$ cat src/gcab_pkg.sv
`timescale 1ns / 1ps
`default_nettype none

package gcab_pkg;

    // Which source the output pixel comes from.
    typedef enum logic [1:0] {
        KIND_MIX,
        KIND_BACK,
        KIND_FORE
    } kind_t;

    localparam int unsigned CH_W    = 8;   // one color or alpha component
    localparam int unsigned ALPHA_W = 16;  // fixed-point alpha, 0xFF00 is opaque
    localparam int unsigned NUM_W   = 24;  // weighted color sum
    localparam int unsigned QBITS   = 8;   // quotient bits of the color divide

    localparam logic [ALPHA_W-1:0] ALPHA_ONE = 16'hFF00;
    localparam logic [CH_W-1:0]    CH_FULL   = 8'hFF;

    // Register indexes of the configuration port.
    localparam logic [2:0] REG_FORE_RED   = 3'd0;
    localparam logic [2:0] REG_FORE_GREEN = 3'd1;
    localparam logic [2:0] REG_FORE_BLUE  = 3'd2;
    localparam logic [2:0] REG_FORE_ALPHA = 3'd3;
    localparam logic [2:0] REG_BACK_RED   = 3'd4;
    localparam logic [2:0] REG_BACK_GREEN = 3'd5;
    localparam logic [2:0] REG_BACK_BLUE  = 3'd6;
    localparam logic [2:0] REG_BACK_ALPHA = 3'd7;

    // Alpha terms handed from the alpha pipeline to the color stage.
    typedef struct packed {
        kind_t               kind;
        logic [ALPHA_W-1:0]  src;
        logic [ALPHA_W-1:0]  dst;
        logic [ALPHA_W-1:0]  sum;
    } alpha_terms_t;

endpackage

`default_nettype wire

$ cat src/gcab_alpha.sv
`timescale 1ns / 1ps
`default_nettype none

// Five register stages that turn coverage into source and destination alphas.
module gcab_alpha
    import gcab_pkg::*;
(
    input  wire logic               aclk,
    input  wire logic               en,
    input  wire logic [CH_W-1:0]    coverage,
    input  wire logic [CH_W-1:0]    fore_alpha,
    input  wire logic [CH_W-1:0]    back_alpha,
    output alpha_terms_t            terms
);

    // Stage 1: foreground alpha times coverage.
    logic [15:0] p_reg;
    kind_t       k1_reg;
    // Stage 2: source alpha.
    logic [ALPHA_W-1:0] src2_reg;
    kind_t              k2_reg;
    // Stage 3: background alpha times remaining opacity.
    logic [NUM_W-1:0]   x3_reg;
    logic [ALPHA_W-1:0] src3_reg;
    kind_t              k3_reg;
    // Stage 4: reciprocal estimate of x / 255.
    logic [ALPHA_W-1:0] q4_reg;
    logic [NUM_W-1:0]   x4_reg;
    logic [ALPHA_W-1:0] src4_reg;
    kind_t              k4_reg;
    // Stage 5: corrected destination alpha and the sum.
    alpha_terms_t       t5_reg;

    kind_t              k1_next;
    logic [16:0]        div255_tmp;
    logic [ALPHA_W-1:0] src2_next;
    logic [40:0]        recip_prod;
    logic [NUM_W-1:0]   resid;
    logic [ALPHA_W-1:0] dst_next;

    always_comb begin
        if (coverage == '0) begin
            k1_next = KIND_BACK;
        end else if (coverage == CH_FULL && fore_alpha == CH_FULL) begin
            k1_next = KIND_FORE;
        end else begin
            k1_next = KIND_MIX;
        end

        // p / 255, exact for p below 65535.
        div255_tmp = (17'(p_reg) + 17'(p_reg[15:8]) + 17'd1) >> 8;
        src2_next  = p_reg + div255_tmp[ALPHA_W-1:0];

        // The estimate is low by at most one.
        recip_prod = 41'(x3_reg) * 41'h10101;

        resid    = x4_reg - ((NUM_W'(q4_reg) << 8) - NUM_W'(q4_reg));
        dst_next = (resid >= NUM_W'(255)) ? q4_reg + 16'd1 : q4_reg;
    end

    always_ff @(posedge aclk) begin
        if (en) begin
            p_reg    <= 16'(fore_alpha) * 16'(coverage);
            k1_reg   <= k1_next;
            src2_reg <= src2_next;
            k2_reg   <= k1_reg;
            x3_reg   <= NUM_W'(back_alpha) * NUM_W'(ALPHA_ONE - src2_reg);
            src3_reg <= src2_reg;
            k3_reg   <= k2_reg;
            q4_reg   <= recip_prod[39:24];
            x4_reg   <= x3_reg;
            src4_reg <= src3_reg;
            k4_reg   <= k3_reg;
            t5_reg.kind <= k4_reg;
            t5_reg.src  <= src4_reg;
            t5_reg.dst  <= dst_next;
            t5_reg.sum  <= src4_reg + dst_next;
        end
    end

    assign terms = t5_reg;

endmodule

`default_nettype wire

$ cat src/gcab_div.sv
`timescale 1ns / 1ps
`default_nettype none

// Restoring divider, one quotient bit per register stage. The quotient is
// known to fit in QBITS bits.
module gcab_div
    import gcab_pkg::*;
(
    input  wire logic               aclk,
    input  wire logic               en,
    input  wire logic [NUM_W-1:0]   num,
    input  wire logic [ALPHA_W-1:0] den,
    output logic      [CH_W-1:0]    quo
);

    logic [NUM_W-1:0]   rem_reg [QBITS];
    logic [ALPHA_W-1:0] den_reg [QBITS];
    logic [CH_W-1:0]    q_reg   [QBITS];

    logic [NUM_W-1:0]   rem_in  [QBITS];
    logic [ALPHA_W-1:0] den_in  [QBITS];
    logic [CH_W-1:0]    q_in    [QBITS];
    logic [NUM_W-1:0]   rem_next[QBITS];
    logic [CH_W-1:0]    q_next  [QBITS];
    logic [NUM_W-1:0]   trial   [QBITS];

    always_comb begin
        rem_in[0] = num;
        den_in[0] = den;
        q_in[0]   = '0;
        for (int k = 1; k < QBITS; k++) begin
            rem_in[k] = rem_reg[k-1];
            den_in[k] = den_reg[k-1];
            q_in[k]   = q_reg[k-1];
        end
        for (int k = 0; k < QBITS; k++) begin
            trial[k] = NUM_W'(den_in[k]) << (QBITS - 1 - k);
            if (rem_in[k] >= trial[k]) begin
                rem_next[k] = rem_in[k] - trial[k];
                q_next[k]   = q_in[k] | (CH_W'(1) << (QBITS - 1 - k));
            end else begin
                rem_next[k] = rem_in[k];
                q_next[k]   = q_in[k];
            end
        end
    end

    always_ff @(posedge aclk) begin
        if (en) begin
            for (int k = 0; k < QBITS; k++) begin
                rem_reg[k] <= rem_next[k];
                den_reg[k] <= den_in[k];
                q_reg[k]   <= q_next[k];
            end
        end
    end

    assign quo = q_reg[QBITS-1];

endmodule

`default_nettype wire

$ cat src/glyph_coverage_alpha_blend.sv
`timescale 1ns / 1ps
`default_nettype none

// Channel   Direction  Word
// s_        in         tdata[7:0] = coverage
// m_        out        tdata[31:0] = out_red, out_green, out_blue, out_alpha
// cfg_      in         index 0..7 = fore RGBA, back RGBA; 8-bit data
//
// There are 14 register stages. The first one loads at the edge that accepts
// a word. One word can be accepted every cycle while the output is not held.
// The depth is set by five alpha stages, one color-weighting multiply stage
// and eight stages of the restoring divider.
// Reset (synchronous, aresetn low) clears every valid bit and loads the
// default colors: opaque white over transparent black.
// When the output word is held by m_tready low, the whole pipeline holds.
module glyph_coverage_alpha_blend
    import gcab_pkg::*;
(
    input  wire logic         aclk,
    input  wire logic         aresetn,
    input  wire logic         s_tvalid,
    output logic              s_tready,
    input  wire logic [7:0]   s_tdata,   // [7:0] coverage
    output logic              m_tvalid,
    input  wire logic         m_tready,
    output logic      [31:0]  m_tdata,   // [7:0] red, [15:8] green,
                                         // [23:16] blue, [31:24] alpha
    input  wire logic         cfg_wen,
    input  wire logic [2:0]   cfg_index,
    input  wire logic [7:0]   cfg_wdata
);

    localparam int unsigned DEPTH = 6 + QBITS;

    logic [CH_W-1:0] fr_reg, fg_reg, fb_reg, fa_reg;
    logic [CH_W-1:0] br_reg, bg_reg, bb_reg, ba_reg;

    always_ff @(posedge aclk) begin
        if (!aresetn) begin
            fr_reg <= 8'd255;
            fg_reg <= 8'd255;
            fb_reg <= 8'd255;
            fa_reg <= 8'd255;
            br_reg <= 8'd0;
            bg_reg <= 8'd0;
            bb_reg <= 8'd0;
            ba_reg <= 8'd0;
        end else if (cfg_wen) begin
            case (cfg_index)
                REG_FORE_RED:   fr_reg <= cfg_wdata;
                REG_FORE_GREEN: fg_reg <= cfg_wdata;
                REG_FORE_BLUE:  fb_reg <= cfg_wdata;
                REG_FORE_ALPHA: fa_reg <= cfg_wdata;
                REG_BACK_RED:   br_reg <= cfg_wdata;
                REG_BACK_GREEN: bg_reg <= cfg_wdata;
                REG_BACK_BLUE:  bb_reg <= cfg_wdata;
                REG_BACK_ALPHA: ba_reg <= cfg_wdata;
                default: ;
            endcase
        end
    end

    // One enable moves every stage; a bubble at the output or m_tready high lets it advance.
    logic [DEPTH-1:0] v_reg;
    logic             en;

    assign en       = !v_reg[DEPTH-1] || m_tready;
    assign s_tready = en;
    assign m_tvalid = v_reg[DEPTH-1];

    always_ff @(posedge aclk) begin
        if (!aresetn) begin
            v_reg <= '0;
        end else if (en) begin
            v_reg <= {v_reg[DEPTH-2:0], s_tvalid};
        end
    end

    alpha_terms_t terms;

    gcab_alpha u_alpha (
        .aclk       (aclk),
        .en         (en),
        .coverage   (s_tdata),
        .fore_alpha (fa_reg),
        .back_alpha (ba_reg),
        .terms      (terms)
    );

    // Stage 6: alpha-weighted color sums, one per channel.
    logic [NUM_W-1:0]   nr_reg, ng_reg, nb_reg;
    logic [ALPHA_W-1:0] sum6_reg;
    kind_t              kind6_reg;

    always_ff @(posedge aclk) begin
        if (en) begin
            nr_reg    <= NUM_W'(fr_reg) * NUM_W'(terms.src)
                       + NUM_W'(br_reg) * NUM_W'(terms.dst);
            ng_reg    <= NUM_W'(fg_reg) * NUM_W'(terms.src)
                       + NUM_W'(bg_reg) * NUM_W'(terms.dst);
            nb_reg    <= NUM_W'(fb_reg) * NUM_W'(terms.src)
                       + NUM_W'(bb_reg) * NUM_W'(terms.dst);
            sum6_reg  <= terms.sum;
            kind6_reg <= terms.kind;
        end
    end

    logic [CH_W-1:0] qr, qg, qb;

    gcab_div u_div_red (
        .aclk (aclk), .en (en), .num (nr_reg), .den (sum6_reg), .quo (qr)
    );
    gcab_div u_div_green (
        .aclk (aclk), .en (en), .num (ng_reg), .den (sum6_reg), .quo (qg)
    );
    gcab_div u_div_blue (
        .aclk (aclk), .en (en), .num (nb_reg), .den (sum6_reg), .quo (qb)
    );

    // Side data runs alongside the divider stages.
    kind_t           kind_d_reg  [QBITS];
    logic [CH_W-1:0] alpha_d_reg [QBITS];
    logic            zero_d_reg  [QBITS];

    always_ff @(posedge aclk) begin
        if (en) begin
            kind_d_reg[0]  <= kind6_reg;
            alpha_d_reg[0] <= sum6_reg[15:8];
            zero_d_reg[0]  <= (sum6_reg == '0);
            for (int k = 1; k < QBITS; k++) begin
                kind_d_reg[k]  <= kind_d_reg[k-1];
                alpha_d_reg[k] <= alpha_d_reg[k-1];
                zero_d_reg[k]  <= zero_d_reg[k-1];
            end
        end
    end

    kind_t           kind_out;
    logic            zero_out;

    assign kind_out = kind_d_reg[QBITS-1];
    assign zero_out = zero_d_reg[QBITS-1];

    // The special cases take the configured colors directly; the user must keep
    // configuration steady while words are in flight; the block does not enforce it.
    always_comb begin
        case (kind_out)
            KIND_BACK: m_tdata = {ba_reg, bb_reg, bg_reg, br_reg};
            KIND_FORE: m_tdata = {fa_reg, fb_reg, fg_reg, fr_reg};
            KIND_MIX: begin
                if (zero_out) begin
                    m_tdata = '0;
                end else begin
                    m_tdata = {alpha_d_reg[QBITS-1], qb, qg, qr};
                end
            end
            default: m_tdata = '0;
        endcase
    end

    // Ready follows only the output stage.
    a_ready: assert property (@(posedge aclk) disable iff (aresetn !== 1'b1)
        s_tready == (!m_tvalid || m_tready))
        else $error("ready does not follow the output stage");

    // Zero coverage shows the background color unchanged.
    a_back: assert property (@(posedge aclk) disable iff (!aresetn)
        (m_tvalid && kind_out == KIND_BACK) |->
        (m_tdata == {ba_reg, bb_reg, bg_reg, br_reg}))
        else $error("background pass-through mismatch");

    // A zero summed alpha yields a transparent black word.
    a_zero: assert property (@(posedge aclk) disable iff (!aresetn)
        (m_tvalid && kind_out == KIND_MIX && zero_out) |-> (m_tdata == '0))
        else $error("zero alpha word is not black");

endmodule

`default_nettype wire

$ cat config.mk
export PLATFORM = sky130hd
export DESIGN_NAME = glyph_coverage_alpha_blend
export DESIGN_NICKNAME = d
export VERILOG_FILES = /design/src/gcab_pkg.sv /design/src/gcab_alpha.sv /design/src/gcab_div.sv /design/src/glyph_coverage_alpha_blend.sv
export SDC_FILE = /design/constraint.sdc
export NUM_CORES = 2
export LEC_CHECK = 0
export BUFFER_PORTS_ARGS = -buffer_cell sky130_fd_sc_hd__buf_2
export CORE_ASPECT_RATIO = 0.5
export CORE_MARGIN = 8
export CORE_UTILIZATION = 58
export CTS_CLUSTER_SIZE = 20
export DETAILED_ROUTE_END_ITERATION = 8
export GPL_ROUTABILITY_DRIVEN = 1
export PLACE_DENSITY_LB_ADDON = 0.3
export SYNTH_ARGS = -nofsm -noshare
export SYNTH_HDL_FRONTEND = slang
export SYNTH_HIERARCHICAL = 1
export SYNTH_SLANG_ARGS = --single-unit
$ cat constraint.sdc
create_clock -name aclk -period 48.7 [get_ports aclk]
set_input_delay 4.87 -clock aclk [delete_from_list [all_inputs] [get_ports aclk]]
set_output_delay 4.87 -clock aclk [all_outputs]
set_load 0.05 [all_outputs]
# Word-level counts from Yosys, hierarchy flattened
# Memories as Yosys holds them, arrays and structs flattened.
# Index checks and enable logic that the tools add are counted.
[classes] n_lt_le_gt_ge=25 n_mul=9 muxes=54 n_reduce_logical=15 n_addsub=35 n_eq_ne=11
[ops] op="two-way mux 24 bit" count=24
[ops] op="multiplier 8 x 16 -> 24 bit" count=6
[ops] op="case mux 32 bit (3 select lines)" count=1
[ops] op="subtractor 24 x 16 -> 24 bit" count=4
[ops] op="adder 24 bit" count=3
[ops] op="greater-or-equal comparator 24 x 16 -> 1 bit" count=3
[ops] op="greater-or-equal comparator 24 x 17 -> 1 bit" count=3
[ops] op="greater-or-equal comparator 24 x 18 -> 1 bit" count=3
[ops] op="greater-or-equal comparator 24 x 19 -> 1 bit" count=3
[ops] op="greater-or-equal comparator 24 x 20 -> 1 bit" count=3
[ops] op="greater-or-equal comparator 24 x 21 -> 1 bit" count=3
[ops] op="greater-or-equal comparator 24 x 22 -> 1 bit" count=3
[ops] op="greater-or-equal comparator 24 x 23 -> 1 bit" count=3
[ops] op="subtractor 24 x 17 -> 24 bit" count=3
[ops] op="subtractor 24 x 18 -> 24 bit" count=3
[ops] op="subtractor 24 x 19 -> 24 bit" count=3
[ops] op="subtractor 24 x 20 -> 24 bit" count=3
[ops] op="subtractor 24 x 21 -> 24 bit" count=3
[ops] op="subtractor 24 x 22 -> 24 bit" count=3
[ops] op="subtractor 24 x 23 -> 24 bit" count=3
[ops] op="multiplier 24 x 17 -> 40 bit, second input constant" count=1
[ops] op="two-way mux 32 bit" count=1
[ops] op="greater-or-equal comparator 24 x 8 -> 1 bit, second input constant" count=1
[ops] op="multiplier 8 x 24 -> 24 bit" count=1
[ops] op="31 further kinds" count=62
[totals] n_memories=12 mem_bits_rw=1240 elab_cells=190 reg_bits=354
[memory_table] memory="u_div_blue.rem_reg" depth=8 width=24 rd=7 rd_clocked_by_memory_dff=0 wr=8 line_no="gcab_div.sv:16" source="logic [NUM_W-1:0] rem_reg [QBITS];"
[memory_table] memory="u_div_green.rem_reg" depth=8 width=24 rd=7 rd_clocked_by_memory_dff=0 wr=8 line_no="gcab_div.sv:16"
[memory_table] memory="u_div_red.rem_reg" depth=8 width=24 rd=7 rd_clocked_by_memory_dff=0 wr=8 line_no="gcab_div.sv:16"
[memory_table] memory="u_div_blue.den_reg" depth=8 width=16 rd=7 rd_clocked_by_memory_dff=0 wr=8 line_no="gcab_div.sv:17" source="logic [ALPHA_W-1:0] den_reg [QBITS];"
[memory_table] memory="u_div_green.den_reg" depth=8 width=16 rd=7 rd_clocked_by_memory_dff=0 wr=8 line_no="gcab_div.sv:17"
[memory_table] memory="u_div_red.den_reg" depth=8 width=16 rd=7 rd_clocked_by_memory_dff=0 wr=8 line_no="gcab_div.sv:17"
[memory_table] memory="6 more memories"

# Logic depth before layout (Yosys ltp)
[depth] depth_word=5 mapped_depth=29 mapped_depth_nobuf=27

# Modules after synthesis
# The synthesis kept the hierarchy.
[modules_own_cells] mod="glyph_coverage_alpha_blend" area_per_inst_um2=33235.6 cells_per_inst=3459 n_inst=1
[modules_own_cells] mod="gcab_alpha" area_per_inst_um2=17712.0 cells_per_inst=1683 n_inst=1
[modules_own_cells] mod="gcab_div at u_div_red" area_per_inst_um2=17599.4 cells_per_inst=1573 n_inst=1
[modules_own_cells] mod="gcab_div at u_div_blue" area_per_inst_um2=17565.6 cells_per_inst=1545 n_inst=1
[modules_own_cells] mod="gcab_div at u_div_green" area_per_inst_um2=17541.8 cells_per_inst=1513 n_inst=1

# Least setup slack after synthesis
# Ideal clock, no wire load.
[synth_timing] kind="input to output" from="input m_tready" to="output s_tready" cell_stages=3 t_required_ps=43830 setup_slack_ps=2933 t_arrival_ps=40897 path_cell_list="nor2b_1 > inv_1 > clkbuf_1"
[synth_between] elab_chain_len=1
[synth_lines] item="start: declaration" line_no="glyph_coverage_alpha_blend.sv:25" source="input wire logic m_tready,"
[synth_lines] item="logical OR 1 bit" line_no="glyph_coverage_alpha_blend.sv:67" source="assign en = !v_reg[DEPTH-1] || m_tready;"
[synth_lines] item="end: declaration" line_no="glyph_coverage_alpha_blend.sv:22" source="output logic s_tready,"
# Every way passes these cells.

# Final worst setup path
# Ends and elaborated chain as after synthesis.

==> metrics.cfg <==
[sta]
min_period_ps=10950
max_freq_mhz=91.3
drv_slew=0
min_period_over_period_pct=22.5
maxSlewHeadroom_pct=12.0
grt_setup_unrepaired=false
setup_viol=0
worstMarginPinSlew_ps=1320
skew_ps=41.5
hold_viol=0
setup_tns_ps=0

[clock_network]
numCtsBuffers=121
h-tree-depth=3
clk_pin_slew_worst_paths_ps=70
post_cts_buffers=0
postCtsHoldBufs=0
cts_root_buffer=clkbuf_16
cts_tree=yes
clock-sinks=1390
clk_latency_ps=770
ctsResizeCount=0
clockBufferDepth=3

[worst_setup_path]
cp.arrival_ps=6080
crit_path_end_kind=output port
reg2regPathDepth=24
startpoint_type=primary input
cp.required_ps=43830
crit_fanout=87
critPathKind=primary input to output port

[synth]
async_flop_share_pct=0
synth_area_um2=104000
postSynthNetCount=11400
seq_area_frac_synth_pct=39.5
synth.distinct_cells=118
ys.flop_type=edfxtp_1
synthCells=9773
synth_edf_count=1312
ys_warn_count=6
ys_seq_elements=1390
postSynthAreaPerCell_um2=10.6

[final_layout]
drive_gt1_share_pct=5.44
mostFrequentLayoutCells=1500 x inv_1, 1312 x edfxtp_1, 1129 x nand2_1
syn_to_final_growth_pct=6.68
final_nets=11400
layout_commonest_cell=inv_1

[die]
rows=109
io_pins=58
die_w_um=614
start_util_pct=58.5
die-height_um=315
fp.coreArea_um2=177000
dieArea_um2=193000

[grt]
grt_max_degree=212
grt_pass1_wl_mm=362
grt_util_all_layers_pct=23.2
grt.overflow.total=0
grt_pass1_vias=68300
grt_antenna_before_repair=14

[routing]
first_iter_violations=5904
vias_per_cell=5.68
vias=69600
dr.pass1.iters=6
post_drt_wl_per_cell_um=18.3
route.detailed.drc=0
finalWirelength_mm=224
drtAntennaViolNets=0

[status]
status=finished, final reports clean

[worst_hold_path]
hold_path_depth=0
hold_class=flop to flop

[placement]
dp_hpwl_mm=168
gp_congestion=0.892
port_buffers=57

[run]
max-cap-violations=0

[kinds of logic (layout without fill, tap and decap cells)]
family | count (synthesis) | count (layout) | synth area share (%)
simple gates | 2691 | 2691 | 12.5
buf+inv | 1802 | 1879 | 6.62
fa+ha+maj | 1639 | 1639 | 25.6
compound gates | 1632 | 1632 | 10.2
flops | 1390 | 1390 | 39.5
xor+xnor | 508 | 508 | 4.31
mux | 111 | 111 | 1.23
other cells | 0 | 7 | 0
[final timing paths]
path / start / endpoint / slack (ps)
worst max-delay path: m_tready / s_tready / 37750
worst min-delay path: u_alpha/terms[9] / sum6_reg[9] / 400
worst max register to register: u_alpha/q4_reg[0] / u_alpha/terms[15] / 41050
worst min register to register: u_alpha/terms[9] / sum6_reg[9] / 400
[synth_stat cells (12+ instances only)]
cell,instances,area share (%)
o21ai_1,20,0.097
a21boi_0,59,0.43
inv_1,1501,5.4
o21a_1,88,0.64
nor2b_1,71,0.43
and2_1,473,2.9
fa_1,800,15
a31oi_1,45,0.27
nand3_1,141,0.68
nor2_1,366,1.3
buf_2,22,0.11
buf_1,12,0.043
nor3_1,127,0.61
or3_1,44,0.27
edfxtp_1,1312,38
a2111oi_0,20,0.17
mux2i_1,13,0.13
nand3b_1,12,0.087
and3_1,33,0.20
nand2b_1,79,0.48
o211ai_1,23,0.17
a22oi_1,32,0.23
clkbuf_1,252,0.91
a211oi_1,55,0.40
nand2_1,1129,4.1
o21bai_1,29,0.21
o31a_1,19,0.16
xnor2_1,311,2.6
nor4b_1,16,0.14
o21ai_0,388,1.9
or2_2,22,0.13
a211o_1,18,0.15
a21o_1,178,1.3
or4_1,24,0.17
ha_1,839,10
xor2_1,195,1.6
dfxtp_1,78,1.5
nor4_1,36,0.22
a21oi_1,449,2.2
o31ai_1,28,0.20
mux2_2,83,0.90
nand4_1,66,0.40
[metal layers]
layer	routed length, um	GRT usage (%)
met5	81	0
met4	7600	7.21
met3	15000	3.47
met2	100000	36.8
met1	101000	33.1
[final cells by class]
class                   instances  area, um^2
clock buffers                 147        3190
inverters                    1503        5650
repair buffers                147        1010
flip-flops and latches       1390       41000
clock inverters                82         856
fillers                     13900       66600
multi-input cells            6581       55900
well taps                    2386        2990
diodes                          7        17.5
[per-stage QoR]
stage	instances	hold WS [ps]	utilization, %	setup slack, ps	cell area [um^2]
finish	12200	403	62.4	37750	111000
CTS	12200	406	62.4	37750	111000
global placement	12000	400	60.1	37760	107000
global route	12200	408	62.4	37700	111000
detailed placement	12000	405	60.1	37750	107000
floorplan	9773	400	-	2930	104000
[critical path, stage by stage]
cell and delay (ps):
buf_2 80, nor2b_1 40, buf_4 190, inv_8 430
buf_2 380
Power is left out: the tool's default activity adds up to more than one toggle a clock period on the data nets, which glitch-free logic cannot reach.
